[src/rtl/core/pdds_pkg.sv]
// Shared types and constants for the per-destination drain scheduler.
// Used by pdds_ctrl, pdds_dp and the top level under rtl/core; depends on nothing.
package pdds_pkg;

	localparam int MAX_NODES       = 16;
	localparam int NODE_W          = 4;
	localparam int CNT_W           = 5;
	localparam int PKT_W           = 32;
	localparam int TIME_W          = 32;
	localparam int QUEUE_DEPTH_DEF = 16;
	localparam int CFG_IDX_W       = 4;
	localparam int CFG_DATA_W      = 5;
	localparam int SHORT_DIV_STEPS = 5;

	localparam logic [CFG_IDX_W-1:0]  CFG_NODES  = 4'd0;
	localparam logic [CFG_IDX_W-1:0]  CFG_OWN_ID = 4'd1;
	localparam logic [CFG_DATA_W-1:0] NODES_RST  = 5'd16;

	typedef struct packed {
		logic              mode;
		logic [NODE_W-1:0] destination;
		logic [PKT_W-1:0]  packet_data;
		logic [TIME_W-1:0] tick_time;
	} in_item_t;

	typedef struct packed {
		logic              sent_valid;
		logic [NODE_W-1:0] sent_destination;
		logic [PKT_W-1:0]  sent_data;
		logic              dropped;
		logic [31:0]       total_sent;
	} out_item_t;

	typedef enum logic [1:0] {
		DIV_SLOT = 2'd0,
		DIV_PICK = 2'd1,
		DIV_WALK = 2'd2
	} div_src_t;

	typedef enum logic [9:0] {
		S_IDLE     = 10'b0000000001,
		S_ENQ      = 10'b0000000010,
		S_DIV_SLOT = 10'b0000000100,
		S_PICK     = 10'b0000001000,
		S_DIV_PICK = 10'b0000010000,
		S_POP      = 10'b0000100000,
		S_RD       = 10'b0001000000,
		S_DIV_WALK = 10'b0010000000,
		S_WALK     = 10'b0100000000,
		S_OUT      = 10'b1000000000
	} state_t;

	typedef struct packed {
		logic     load;
		logic     enq;
		logic     div_start;
		div_src_t div_src;
		logic     take_slot;
		logic     pick_list;
		logic     pick_slot;
		logic     pop;
		logic     capture;
		logic     walk_init;
		logic     walk_step;
		logic     emit;
	} ctl_cmd_t;

	typedef struct packed {
		logic item_tick;
		logic div_done;
		logic served_lt_total;
		logic total_nz;
		logic last_slot;
		logic walk_done;
		logic out_free;
	} ctl_stat_t;

endpackage

[src/rtl/core/pdds_ctrl.sv]
// Sequencer for the drain scheduler: steps enqueue and tick requests.
// Depends on pdds_pkg; drives the datapath through ctl_cmd_t.
module pdds_ctrl (
	input  logic                clk,
	input  logic                arst_n,
	input  logic                item_valid,
	output logic                item_ready,
	input  pdds_pkg::ctl_stat_t stat,
	output pdds_pkg::ctl_cmd_t  cmd
);
	import pdds_pkg::*;

	state_t state_q, state_d;

	always_ff @(posedge clk or negedge arst_n) begin
		if (!arst_n) begin
			state_q <= S_IDLE;
		end else begin
			state_q <= state_d;
		end
	end

	assign item_ready = (state_q == S_IDLE);

	always_comb begin
		state_d = state_q;
		cmd     = '0;
		case (state_q)
			S_IDLE: begin
				if (item_valid) begin
					cmd.load = 1'b1;
					if (stat.item_tick) begin
						cmd.div_start = 1'b1;
						cmd.div_src   = DIV_SLOT;
						state_d       = S_DIV_SLOT;
					end else begin
						state_d = S_ENQ;
					end
				end
			end
			S_ENQ: begin
				cmd.enq = 1'b1;
				state_d = S_OUT;
			end
			S_DIV_SLOT: begin
				if (stat.div_done) begin
					cmd.take_slot = 1'b1;
					state_d       = S_PICK;
				end
			end
			S_PICK: begin
				// serve each listed target once before the slot pick
				if (stat.served_lt_total) begin
					cmd.pick_list = 1'b1;
					state_d       = S_POP;
				end else if (stat.total_nz) begin
					cmd.div_start = 1'b1;
					cmd.div_src   = DIV_PICK;
					state_d       = S_DIV_PICK;
				end else begin
					state_d = S_POP;
				end
			end
			S_DIV_PICK: begin
				if (stat.div_done) begin
					cmd.pick_slot = 1'b1;
					state_d       = S_POP;
				end
			end
			S_POP: begin
				cmd.pop = 1'b1;
				state_d = S_RD;
			end
			S_RD: begin
				cmd.capture = 1'b1;
				if (stat.last_slot) begin
					cmd.div_start = 1'b1;
					cmd.div_src   = DIV_WALK;
					state_d       = S_DIV_WALK;
				end else begin
					state_d = S_OUT;
				end
			end
			S_DIV_WALK: begin
				if (stat.div_done) begin
					cmd.walk_init = 1'b1;
					state_d       = S_WALK;
				end
			end
			S_WALK: begin
				cmd.walk_step = 1'b1;
				if (stat.walk_done) begin
					state_d = S_OUT;
				end
			end
			S_OUT: begin
				if (stat.out_free) begin
					cmd.emit = 1'b1;
					state_d  = S_IDLE;
				end
			end
			default: begin
				state_d = S_IDLE;
			end
		endcase
	end
endmodule

[config.mk]
export PLATFORM = sky130hd
export DESIGN_NAME = pdds_ctrl
export DESIGN_NICKNAME = d
export VERILOG_FILES = /design/src/rtl/core/pdds_pkg.sv /design/src/rtl/core/pdds_ctrl.sv
export SDC_FILE = /design/constraint.sdc
export NUM_CORES = 1
export LEC_CHECK = 0
export BUFFER_PORTS_ARGS = -buffer_cell sky130_fd_sc_hd__buf_4
export CAP_MARGIN = 10
export CELL_PAD_IN_SITES_DETAIL_PLACEMENT = 0
export CELL_PAD_IN_SITES_GLOBAL_PLACEMENT = 1
export CORE_ASPECT_RATIO = 0.8
export CORE_MARGIN = 4
export CORE_UTILIZATION = 36
export DETAILED_ROUTE_END_ITERATION = 16
export GPL_TIMING_DRIVEN = 0
export HOLD_SLACK_MARGIN = 0.06
export PLACE_DENSITY = 0.79
export SYNTH_ARGS = -nofsm -noshare
export SYNTH_HDL_FRONTEND = slang
export SYNTH_SLANG_ARGS = --single-unit
[constraint.sdc]
create_clock -name clk -period 2.6 [get_ports clk]
set_clock_uncertainty 0.2 [all_clocks]
set_input_delay 0.39 -clock clk [delete_from_list [all_inputs] [get_ports clk]]
set_output_delay 0.39 -clock clk [all_outputs]
set_load 0.05 [all_outputs]
# Word level (Yosys, flattened, before mapping)
# Cells that the tools add are included.
# word_totals
register_bits	10
output_inout_bits	14
elab_cells	49
# op_classes
eq_ne	16
n_mux	31
n_reduce_logical	1
# ops
cell	count
one-hot mux 10 bit (10 select lines)	1
two-way mux 10 bit	8
two-way mux 3 bit	6
two-way mux 1 bit	14
inequality test 2 bit (second input constant)	6
== test 10 x 1 -> 1 bit (second input constant)	1
== test 10 bit (second input constant)	1
== test 10 x 2 -> 1 bit (second input constant)	1
== test 10 x 3 -> 1 bit (second input constant)	1
== test 10 x 4 -> 1 bit (second input constant)	1
== test 10 x 5 -> 1 bit (second input constant)	1
== test 10 x 6 -> 1 bit (second input constant)	1
== test 10 x 7 -> 1 bit (second input constant)	1
== test 10 x 8 -> 1 bit (second input constant)	1
== test 10 x 9 -> 1 bit (second input constant)	1
one-hot mux 3 bit (3 select lines)	1
two-way mux 6 bit	1
AND reduction 6 bit	1

# Depth between registers and ports, before layout
# Gate-level depths: netlist of run 1.
# logic_depth
depth_word	3
mapped_depth	6
ltp_nobuf	4

# Worst setup path after synthesis of run 1
# No wires, ideal clock.
# synth_path
path_kind	register to output
from	register state_q[2]
to	output port cmd[10] in the netlist's numbering
arrival_time_ns	2.944
t_required_ns	2.010
path_slack_ns	-0.934
path_stages_with_launch	6
cell_sequence	dfrtp_1 -> buf_6 -> or4_4 -> nor3_1 -> nand2_1 -> nand3b_1
# synth_rtl
item	line	rtl
start, declared	pdds_ctrl.sv:13	state_t state_q, state_d;
start signal, assigned	pdds_ctrl.sv:19	state_q <= state_d;
end, declared	pdds_ctrl.sv:9	output pdds_pkg::ctl_cmd_t cmd

==> results.sh, run 1 <==
export IMPL_critPathRequiredTime_ns=2.01
export IMPL_htree_levels=1
export IMPL_fin_crit_sh_pct=101
export IMPL_largest_reg_flops=10
export IMPL_clockRootBuffer="clkbuf_4"
export IMPL_drive_gt1_share_pct=48.9
export IMPL_clock_path_buffers=2
export IMPL_setup_slack_ns=-0.0347
export IMPL_relSlewSlack_pct=67.7
export IMPL_violations="negative setup slack"
export IMPL_layout_nets=146
export IMPL_ant_nets=0
export IMPL_core_area_um2=2180
export IMPL_die_height_um=51
export IMPL_synth_area_um2=832
export IMPL_die_area_um2=3150
export IMPL_power_leakage_nw=0.563
export IMPL_area_growth_pct=53.4
export IMPL_switchingPower_mw=0.605
export IMPL_fin_crit_ns=2.63
export IMPL_syn_area_per_cell_um2=8.24
export IMPL_irDropWorstVdd_uv=1050
export IMPL_setup_viol=1
export IMPL_ys_seq_area_share_pct=30.2
export IMPL_drt_iter0_markers=14
export IMPL_slew_viol_final=0
export IMPL_vias=917
export IMPL_cts_tree="done"
export IMPL_gr_total_overflow=0
export IMPL_async_reset_ff_share_pct=100
export IMPL_io_buffer_count=23
export IMPL_seqPwrFrac_pct=17.8
export IMPL_synth_net_count=111
export IMPL_max_cap_viol_count=0
export IMPL_critPathKind="reg2out"
export IMPL_p_sw_share_pct=46.5
export IMPL_cp_end_kind="primary output"
export IMPL_grt_pass1_vias=893
export IMPL_final_cells=160
export IMPL_r2r_start="state_q[9]"
export IMPL_routedWlPerCell_um=16.1
export IMPL_clock_sinks=10
export IMPL_p_clk_share_pct=11.3
export IMPL_biggestRegsByFlops="state_q (10)"
export IMPL_rsz0062_at_grt="yes"
export IMPL_synth_seq_cells=10
export IMPL_cp_max_fo=3
export IMPL_die_w_um=61.8
export IMPL_ys_warn_count=0
export IMPL_worst_pin_slew_ns=0.483
export IMPL_syn_inst=101
export IMPL_hp_start="stat[6]"
export IMPL_status="finished with violations"
export IMPL_arrival_ns=2.04
export IMPL_fmax_mhz=380
export IMPL_track_usage_pct=18.8
export IMPL_timing_critical_path_from_type="flop"
export IMPL_drtPass1Iterations=4
export IMPL_antennaDiodeCount=0
export IMPL_largest_register="state_q"
export IMPL_p_comb_share_pct=71.0
export IMPL_cts_buffers=3
export IMPL_worstSkewPairLatency_ns=0.27
export IMPL_wirelength_um=2580
export IMPL_post_route_drc_count=0
export IMPL_clkSlewWorstSetupHoldPaths_ns=0.08
export IMPL_hold_viol=0
export IMPL_dp_cells=149
export IMPL_grt_first_pass_wirelength_um=4310
export IMPL_p_per_area_nw_per_um2=1020
export IMPL_min_path_type="in2reg"
export IMPL_synth_edf_count=0
export IMPL_startpoint="state_q[9]"
export IMPL_io_pins=24
export IMPL_gp_congestion=0.798
export IMPL_internal_power_mw=0.695
export IMPL_rows=15
export IMPL_dp_hpwl_um=1870
export IMPL_final_area_um2=1280
export IMPL_initial_utilization_pct=38.2
export IMPL_ys_flop_type="dfrtp_1"
export IMPL_routed_via_density=5.73
export IMPL_synthDistinctLibCells=41
export IMPL_grt_max_degree=11
export IMPL_dpl_instance_area_um2=1070
export IMPL_n_fill_cell=211
export IMPL_antenna_found_initial=0
-- cell usage after synthesis, drive strengths merged, types with 2 or more instances --
cell | n | area share (%)
o211ai | 2 | 1.8
nor3 | 7 | 4.2
dfrtp | 9 | 27
buf | 2 | 2.0
nor4b | 4 | 6.0
or4 | 3 | 3.2
nand3 | 3 | 1.8
inv | 8 | 3.6
nand3b | 2 | 1.8
o21ai | 5 | 3.0
nor2b | 2 | 1.5
or2 | 2 | 1.8
xor2 | 3 | 3.2
nor4 | 4 | 3.8
nand2 | 5 | 2.3
nor3b | 2 | 1.8
and4 | 4 | 4.2
clkbuf | 8 | 3.6
nor2 | 9 | 4.1
-- power groups by stage --
stage                     registers [mW]  logic [mW]  clock network, mW
after floorplan                    0.203       0.599                  0
after CTS                          0.229       0.863              0.147
after global placement             0.205       0.771                  0
final                              0.231       0.923              0.146
after global routing               0.235       0.988              0.163
after detailed placement           0.205       0.775                  0
-- path summary, 6_finish.rpt --
path / cells after the start / end / slack, ns
max: 6 / cmd[10] / -0.03
min: 2 / state_q[1] / 0.09
max reg2reg: 5 / state_q[0] / 0.42
min reg2reg: 2 / state_q[3] / 0.50
max in group asynchronous: 2 / state_q[0] / 1.68
min in group asynchronous: 2 / state_q[9] / 0.28
-- worst max-delay path, cell delays in order (launching register included) --
cell and delay (ns):
dfrtp_2 0.42, or4_4 0.58, buf_4 0.17, nor3_4 0.20, nand2_2 0.12, nand3b_1 0.11, buf_6 0.16
-- layout make-up --
| cell class | instances | area, um^2 | area share (%) |
|---|---|---|---|
| inverter | 8 | 33.8 | 2.65 |
| multi-input combinational | 73 | 581 | 45.5 |
| sequential | 10 | 256 | 20.1 |
| clock buffer | 4 | 36.3 | 2.84 |
| buffer | 5 | 31.3 | 2.45 |
| tap | 25 | 31.3 | 2.45 |
| timing repair buffer | 35 | 307 | 24.0 |
-- timing repair --
action                                  CTS  global route
setup buffers                             8             3
cloned                                    0             0
hold endpoints to repair                 10             0
hold buffers                              1             0
resized for setup                        13            14
pin swaps                                 5             4
endpoints found under the setup margin   12             9
-- cell families (layout without fill, tap and decap cells) --
kind of cell           after synthesis  count (layout)  synth area share [%]
XOR/XNOR                             4               4                  4.21
buffers and inverters               18              52                  9.17
AO/OA/AOI/OAI                       18              18                  16.2
flip-flops                          10              10                  30.2
AND/OR/NAND/NOR                     51              51                  40.1
-- layout by cell type, fill, tap and decap left out, types with 3 or more instances in the layout --
master,n
and4_1,4
buf_4,26
buf_6,6
buf_8,3
clkbuf_4,4
dfrtp_1,5
dfrtp_2,4
inv_1,7
nand2_1,3
nand3_1,3
nor2_1,5
nor2_2,3
nor3_1,5
o21ai_0,5
xor2_1,3
-- metal layers --
layer  GRT usage, %  wire (um)  vias up
met5              0          0        -
li1               -          -      445
met1           27.3       1290      446
met4           5.30         14        0
met3           2.53        122        2
met2           28.6       1140       24
-- per-stage QoR --
step	total power, mW	hold WS, ns	utilization (%)	setup slack, ns	setup TNS (ns)
global placement	0.975	0.0296	49.4	-0.0452	-0.0452
CTS	1.24	0.0840	55.1	-0.0472	-0.0557
floorplan	0.802	-0.106	-	-0.383	-0.573
global route	1.39	0.0688	58.6	-0.117	-0.217
detailed placement	0.981	0.0299	49.4	-0.0490	-0.0490
finish	1.30	0.0865	58.6	-0.0347	-0.0347
No activity file was read; power rests on OpenSTA's default activity.
==> run 2, diff against run 1 <==
Settings changed: SKIP_CTS_REPAIR_TIMING set to 1.
==> run 2 against run 1 <==
Compared with the run above:
- utilization rose by 3.4 points
- routed wire length rose by 4.0%
- global-route usage fell by 1.3 points
- critical path type unchanged
- sequential power rose by 2%
- maximum frequency fell by 2.3%
- register-to-register slack got worse by 0.04 ns
- clock power barely moved
- sequential cell count did not move
- the flow still finishes with violations (negative setup slack)
- setup slack got worse by 0.062 ns
- worst hold slack improved by 0.0057 ns
==> results.sh, run 2 (synthesized netlist as in run 1, its figures left out) <==
export IMPL_status="finished with violations"
export IMPL_violations="negative setup slack"
export IMPL_grt_max_degree=11
export IMPL_worst_pin_slew_ns=0.457
export IMPL_clock_path_buffers=2
export IMPL_setup_viol=5
export IMPL_antennaDiodeCount=0
export IMPL_critPathRequiredTime_ns=2.01
export IMPL_fmax_mhz=371
export IMPL_largest_register="state_q"
export IMPL_die_area_um2=3150
export IMPL_worstSkewPairLatency_ns=0.27
export IMPL_final_common_cell="buf_4"
export IMPL_routed_via_density=5.68
export IMPL_cts_buffers=3
export IMPL_dp_hpwl_um=1870
export IMPL_max_cap_viol_count=0
export IMPL_power_leakage_nw=0.601
export IMPL_initial_utilization_pct=38.2
export IMPL_irDropWorstVdd_uv=970
export IMPL_rows=15
export IMPL_wirelength_um=2680
export IMPL_min_path_type="in2reg"
export IMPL_gp_congestion=0.798
export IMPL_timing_critical_path_from_type="flop"
export IMPL_reg2reg_depth=6
export IMPL_die_height_um=51
export IMPL_finalSetupTns_ns=-0.168
export IMPL_hold_viol=0
export IMPL_fin_crit_ns=2.70
export IMPL_rsz0062_at_grt="yes"
export IMPL_p_per_area_nw_per_um2=995
export IMPL_grt_pass1_vias=850
export IMPL_die_w_um=61.8
export IMPL_core_area_um2=2180
export IMPL_ant_nets=0
export IMPL_layout_nets=152
export IMPL_critPathKind="reg2out"
export IMPL_drive_gt1_share_pct=52.5
export IMPL_setup_slack_ns=-0.0962
export IMPL_clockRootBuffer="clkbuf_4"
export IMPL_drtPass1Iterations=4
export IMPL_cp_end_kind="primary output"
export IMPL_largest_reg_flops=10
export IMPL_cts_tree="done"
export IMPL_drt_iter0_markers=41
export IMPL_antenna_found_initial=0
export IMPL_arrival_ns=2.11
export IMPL_relSlewSlack_pct=69.4
export IMPL_grt_first_pass_wirelength_um=4050
export IMPL_htree_levels=1
export IMPL_gr_total_overflow=0
export IMPL_post_route_drc_count=0
export IMPL_cp_max_fo=5
export IMPL_io_buffer_count=23
export IMPL_vias=943
export IMPL_area_growth_pct=62.3
export IMPL_n_fill_cell=199
export IMPL_hold_depth=2
export IMPL_fin_crit_sh_pct=104
export IMPL_biggestRegsByFlops="state_q (10)"
export IMPL_clock_sinks=10
export IMPL_io_pins=24
export IMPL_post_place_ws_ns=-0.0490
export IMPL_final_cell_mix="buf_4 (29), buf_6 (7), inv_1 (7)"
export IMPL_clkSlewWorstSetupHoldPaths_ns=0.07
export IMPL_slew_viol_final=0
export IMPL_routedWlPerCell_um=16.1
export IMPL_track_usage_pct=17.5
[run 2: cell count changes in the layout (fill, tap and decap cells not counted), sizes merged]
cell / delta
buf: +7
clkbuf: -1
[run 2: critical path, stage by stage, from the launching register on]
cell and delay, ns:
dfrtp_1 0.37, buf_6 0.13, or4_4 0.56, buf_4 0.17, nor3_4 0.21, nand2_2 0.12
nand3b_1 0.12, buf_6 0.16
[run 2: power by group]
| part | total [mW] | internal [mW] | switching (mW) |
|---|---|---|---|
| Sequential | 0.235 | 0.195 | 0.0399 |
| Clock | 0.145 | 0.0850 | 0.0598 |
| Combinational | 0.964 | 0.448 | 0.517 |
| Total | 1.34 | 0.728 | 0.616 |
[run 2: final timing paths]
path	start	to	slack, ns
max	state_q[2]	cmd[10]	-0.1
min	stat[6]	state_q[1]	0.09
max reg2reg	state_q[2]	state_q[0]	0.38
min reg2reg	state_q[6]	state_q[8]	0.43
max in group asynchronous	arst_n	state_q[0]	1.68
min in group asynchronous	arst_n	state_q[9]	0.28
[run 2: metal layers]
metal,up-vias,track usage (%),part of all wire (%)
li1,455,-,-
met1,453,25.7,47
met2,31,26.0,47
met3,4,2.53,4.6
met4,0,5.30,1.1
met5,-,0,0
[run 2: metrics by stage]
stage	util (%)	power (mW)	area, um^2	hold WS [ns]	instances
after detailed placement	49.4	0.981	1070	0.0299	149
final	62.0	1.34	1350	0.0921	166
after floorplan	-	0.802	871	-0.106	101
after global routing	62.0	1.43	1350	0.0696	166
after global placement	49.4	0.975	1070	0.0296	149
after CTS	51.0	1.13	1110	-0.265	153
[run 2: area by class of cell]
| cell class | instances | area [um^2] | area share, % |
|---|---|---|---|
| Multi-Input combinational cell | 73 | 588 | 43.6 |
| Clock buffer | 4 | 36.3 | 2.69 |
| Buffer | 5 | 28.8 | 2.13 |
| Tap cell | 25 | 31.3 | 2.32 |
| Inverter | 8 | 33.8 | 2.50 |
| Timing Repair Buffer | 41 | 375 | 27.8 |
| Sequential cell | 10 | 256 | 19.0 |
==> run 3, diff against run 2 <==
Settings changed: CELL_PAD_IN_SITES_DETAIL_PLACEMENT 0 to unset, CELL_PAD_IN_SITES_GLOBAL_PLACEMENT 1 to unset, CORE_UTILIZATION 36 to 50.
==> run 3 against run 2 <==
Compared with the run above:
- the run still ends with negative setup slack left
- sequential share of layout area is 1.7 points higher
- sequential power is 3% higher
- count of clock-buffer cells in the layout stayed put
- via count is 2.1% higher
- routed wire length is 1.8% higher
- critical endpoint unchanged
- die area is 24% lower
- maximum frequency is 0.69% higher
- critical path depth is 1 lower
- combinational power is 5.5% lower
- setup slack better by 0.019 ns
- largest power group unchanged
==> results.sh, run 3 (synthesized netlist as in run 1, its figures left out) <==
export IMPL_drtPass1Iterations=5
export IMPL_max_cap_viol_count=0
export IMPL_grt_first_pass_wirelength_um=3770
export IMPL_final_area_um2=1230
export IMPL_biggestRegsByFlops="state_q (10)"
export IMPL_dp_cells=145
export IMPL_cts_tree="done"
export IMPL_post_route_drc_count=0
export IMPL_multi_input_area_um2=587
export IMPL_area_growth_pct=48.1
export IMPL_die_height_um=44.5
export IMPL_cts_buffers=3
export IMPL_critPathSlowestCell="or4_4"
export IMPL_hold_depth=2
export IMPL_min_path_type="in2reg"
export IMPL_max_stage_delay_ns=0.60
export IMPL_hold_viol=0
export IMPL_timing_critical_path_from_type="flop"
export IMPL_worstSkewPairLatency_ns=0.28
export IMPL_r2r_end="state_q[0]"
export IMPL_clock_path_buffers=2
export IMPL_n_fill_cell=99
export IMPL_regToRegSetupSlack_ns=0.46
export IMPL_fin_crit_ns=2.68
export IMPL_final_common_cell="buf_4"
export IMPL_setup_slack_ns=-0.0777
export IMPL_cp_end_kind="primary output"
export IMPL_htree_levels=1
export IMPL_relSlewSlack_pct=66.3
export IMPL_power_leakage_nw=0.536
export IMPL_arrival_ns=2.09
export IMPL_fin_crit_sh_pct=103
export IMPL_track_usage_pct=21.9
export IMPL_layout_nets=142
export IMPL_register_area_um2=255
export IMPL_wirelength_um=2730
export IMPL_io_buffer_count=23
export IMPL_p_per_area_nw_per_um2=1030
export IMPL_status="finished with violations"
export IMPL_io_pins=24
export IMPL_cp_max_fo=5
export IMPL_slew_viol_final=0
export IMPL_internal_power_mw=0.651
export IMPL_p_clk_share_pct=9.5
export IMPL_rsz0062_at_grt="yes"
export IMPL_clkSlewWorstSetupHoldPaths_ns=0.07
export IMPL_routed_via_density=6.34
export IMPL_worst_pin_slew_ns=0.504
export IMPL_die_area_um2=2380
export IMPL_clock_sinks=10
export IMPL_violations="negative setup slack"
export IMPL_p_comb_share_pct=71.5
export IMPL_rows=12
export IMPL_dpl_instance_area_um2=1070
export IMPL_r2r_start="state_q[2]"
export IMPL_critPathRequiredTime_ns=2.01
export IMPL_drive_gt1_share_pct=46.6
export IMPL_dp_hpwl_um=1770
export IMPL_initial_utilization_pct=56.5
export IMPL_hp_start="stat[6]"
export IMPL_core_area_um2=1470
export IMPL_vias=963
export IMPL_irDropWorstVdd_uv=776
export IMPL_largest_reg_flops=10
export IMPL_gr_total_overflow=0
export IMPL_die_w_um=53.6
export IMPL_cp_common_cell="buf_6"
export IMPL_finalSetupTns_ns=-0.0777
export IMPL_ant_nets=0
export IMPL_p_sw_share_pct=48.9
export IMPL_final_cells=152
export IMPL_seqPwrFrac_pct=18.9
export IMPL_fmax_mhz=373
export IMPL_final_cell_mix="buf_4 (23), buf_6 (7), inv_1 (7)"
export IMPL_clockRootBuffer="clkbuf_4"
export IMPL_antenna_found_initial=0
export IMPL_gp_congestion=0.882
export IMPL_critPathKind="reg2out"
export IMPL_routedWlPerCell_um=17.9
export IMPL_cp_cell_sequence="buf_6, or4_4, nor4b_4, nand3_1, nand3b_1, buf_6"
export IMPL_min_to="state_q[1]"
export IMPL_finalPower_mw=1.27
export IMPL_switchingPower_mw=0.622
export IMPL_setup_viol=1
export IMPL_grt_pass1_vias=823
export IMPL_reg2reg_depth=5
export IMPL_antennaDiodeCount=0
export IMPL_drt_iter0_markers=34
export IMPL_hold_ws_ns=0.0805
export IMPL_grt_max_degree=11
export IMPL_largest_register="state_q"
[run 3: cell count changes in the layout (fill, tap and decap cells not counted), sizes merged]
cell	change
buf	-10
[run 3: layout make-up]
type | instances | area share [%]
Buffer | 5 | 2.54
Clock buffer | 4 | 2.13
Inverter | 8 | 2.74
Multi-Input combinational cell | 73 | 47.6
Sequential cell | 10 | 20.7
Tap cell | 21 | 2.13
Timing Repair Buffer | 31 | 22.1
[run 3: worst max-delay path: cells and delay by family, from the launching register on]
family,cells,cell delay [ns]
buffers and inverters,2,0.29
DFF,1,0.37
and+or+nand+nor,4,1.14
[run 3: how the worst max path moves through the flow]
stage | startpoint | endpoint | slack [ns] | depth (start not counted)
after floorplan | state_q[2] | cmd[10] | -0.38 | 5
after CTS | state_q[0] | cmd[10] | -0.31 | 7
final | state_q[2] | cmd[10] | -0.08 | 6
after global placement | state_q[0] | cmd[10] | 0.01 | 7
after detailed placement | state_q[0] | cmd[10] | -0.007 | 7
after global routing | state_q[2] | cmd[10] | -0.18 | 6
[run 3: power by group through the flow]
stage	clock network (mW)	logic [mW]	registers, mW
after floorplan	0	0.599	0.203
after global placement	0	0.753	0.205
after detailed placement	0	0.761	0.206
after CTS	0.126	0.765	0.203
after global routing	0.137	0.967	0.247
final	0.121	0.911	0.241
[run 3: per-layer routing]
layer	track usage, %	share of wire [%]	vias up
met5	0	0	-
met4	10.2	0.99	0
met3	4.38	6.4	4
met2	34.0	50	53
met1	28.9	42	469
li1	-	-	437
[run 3: metrics by stage]
stage               worst slack, ns  util (%)
floorplan                    -0.383         -
global placement             0.0120      72.7
detailed placement         -0.00719      72.7
CTS                          -0.312      74.5
global route                 -0.177      83.8
finish                      -0.0777      83.8
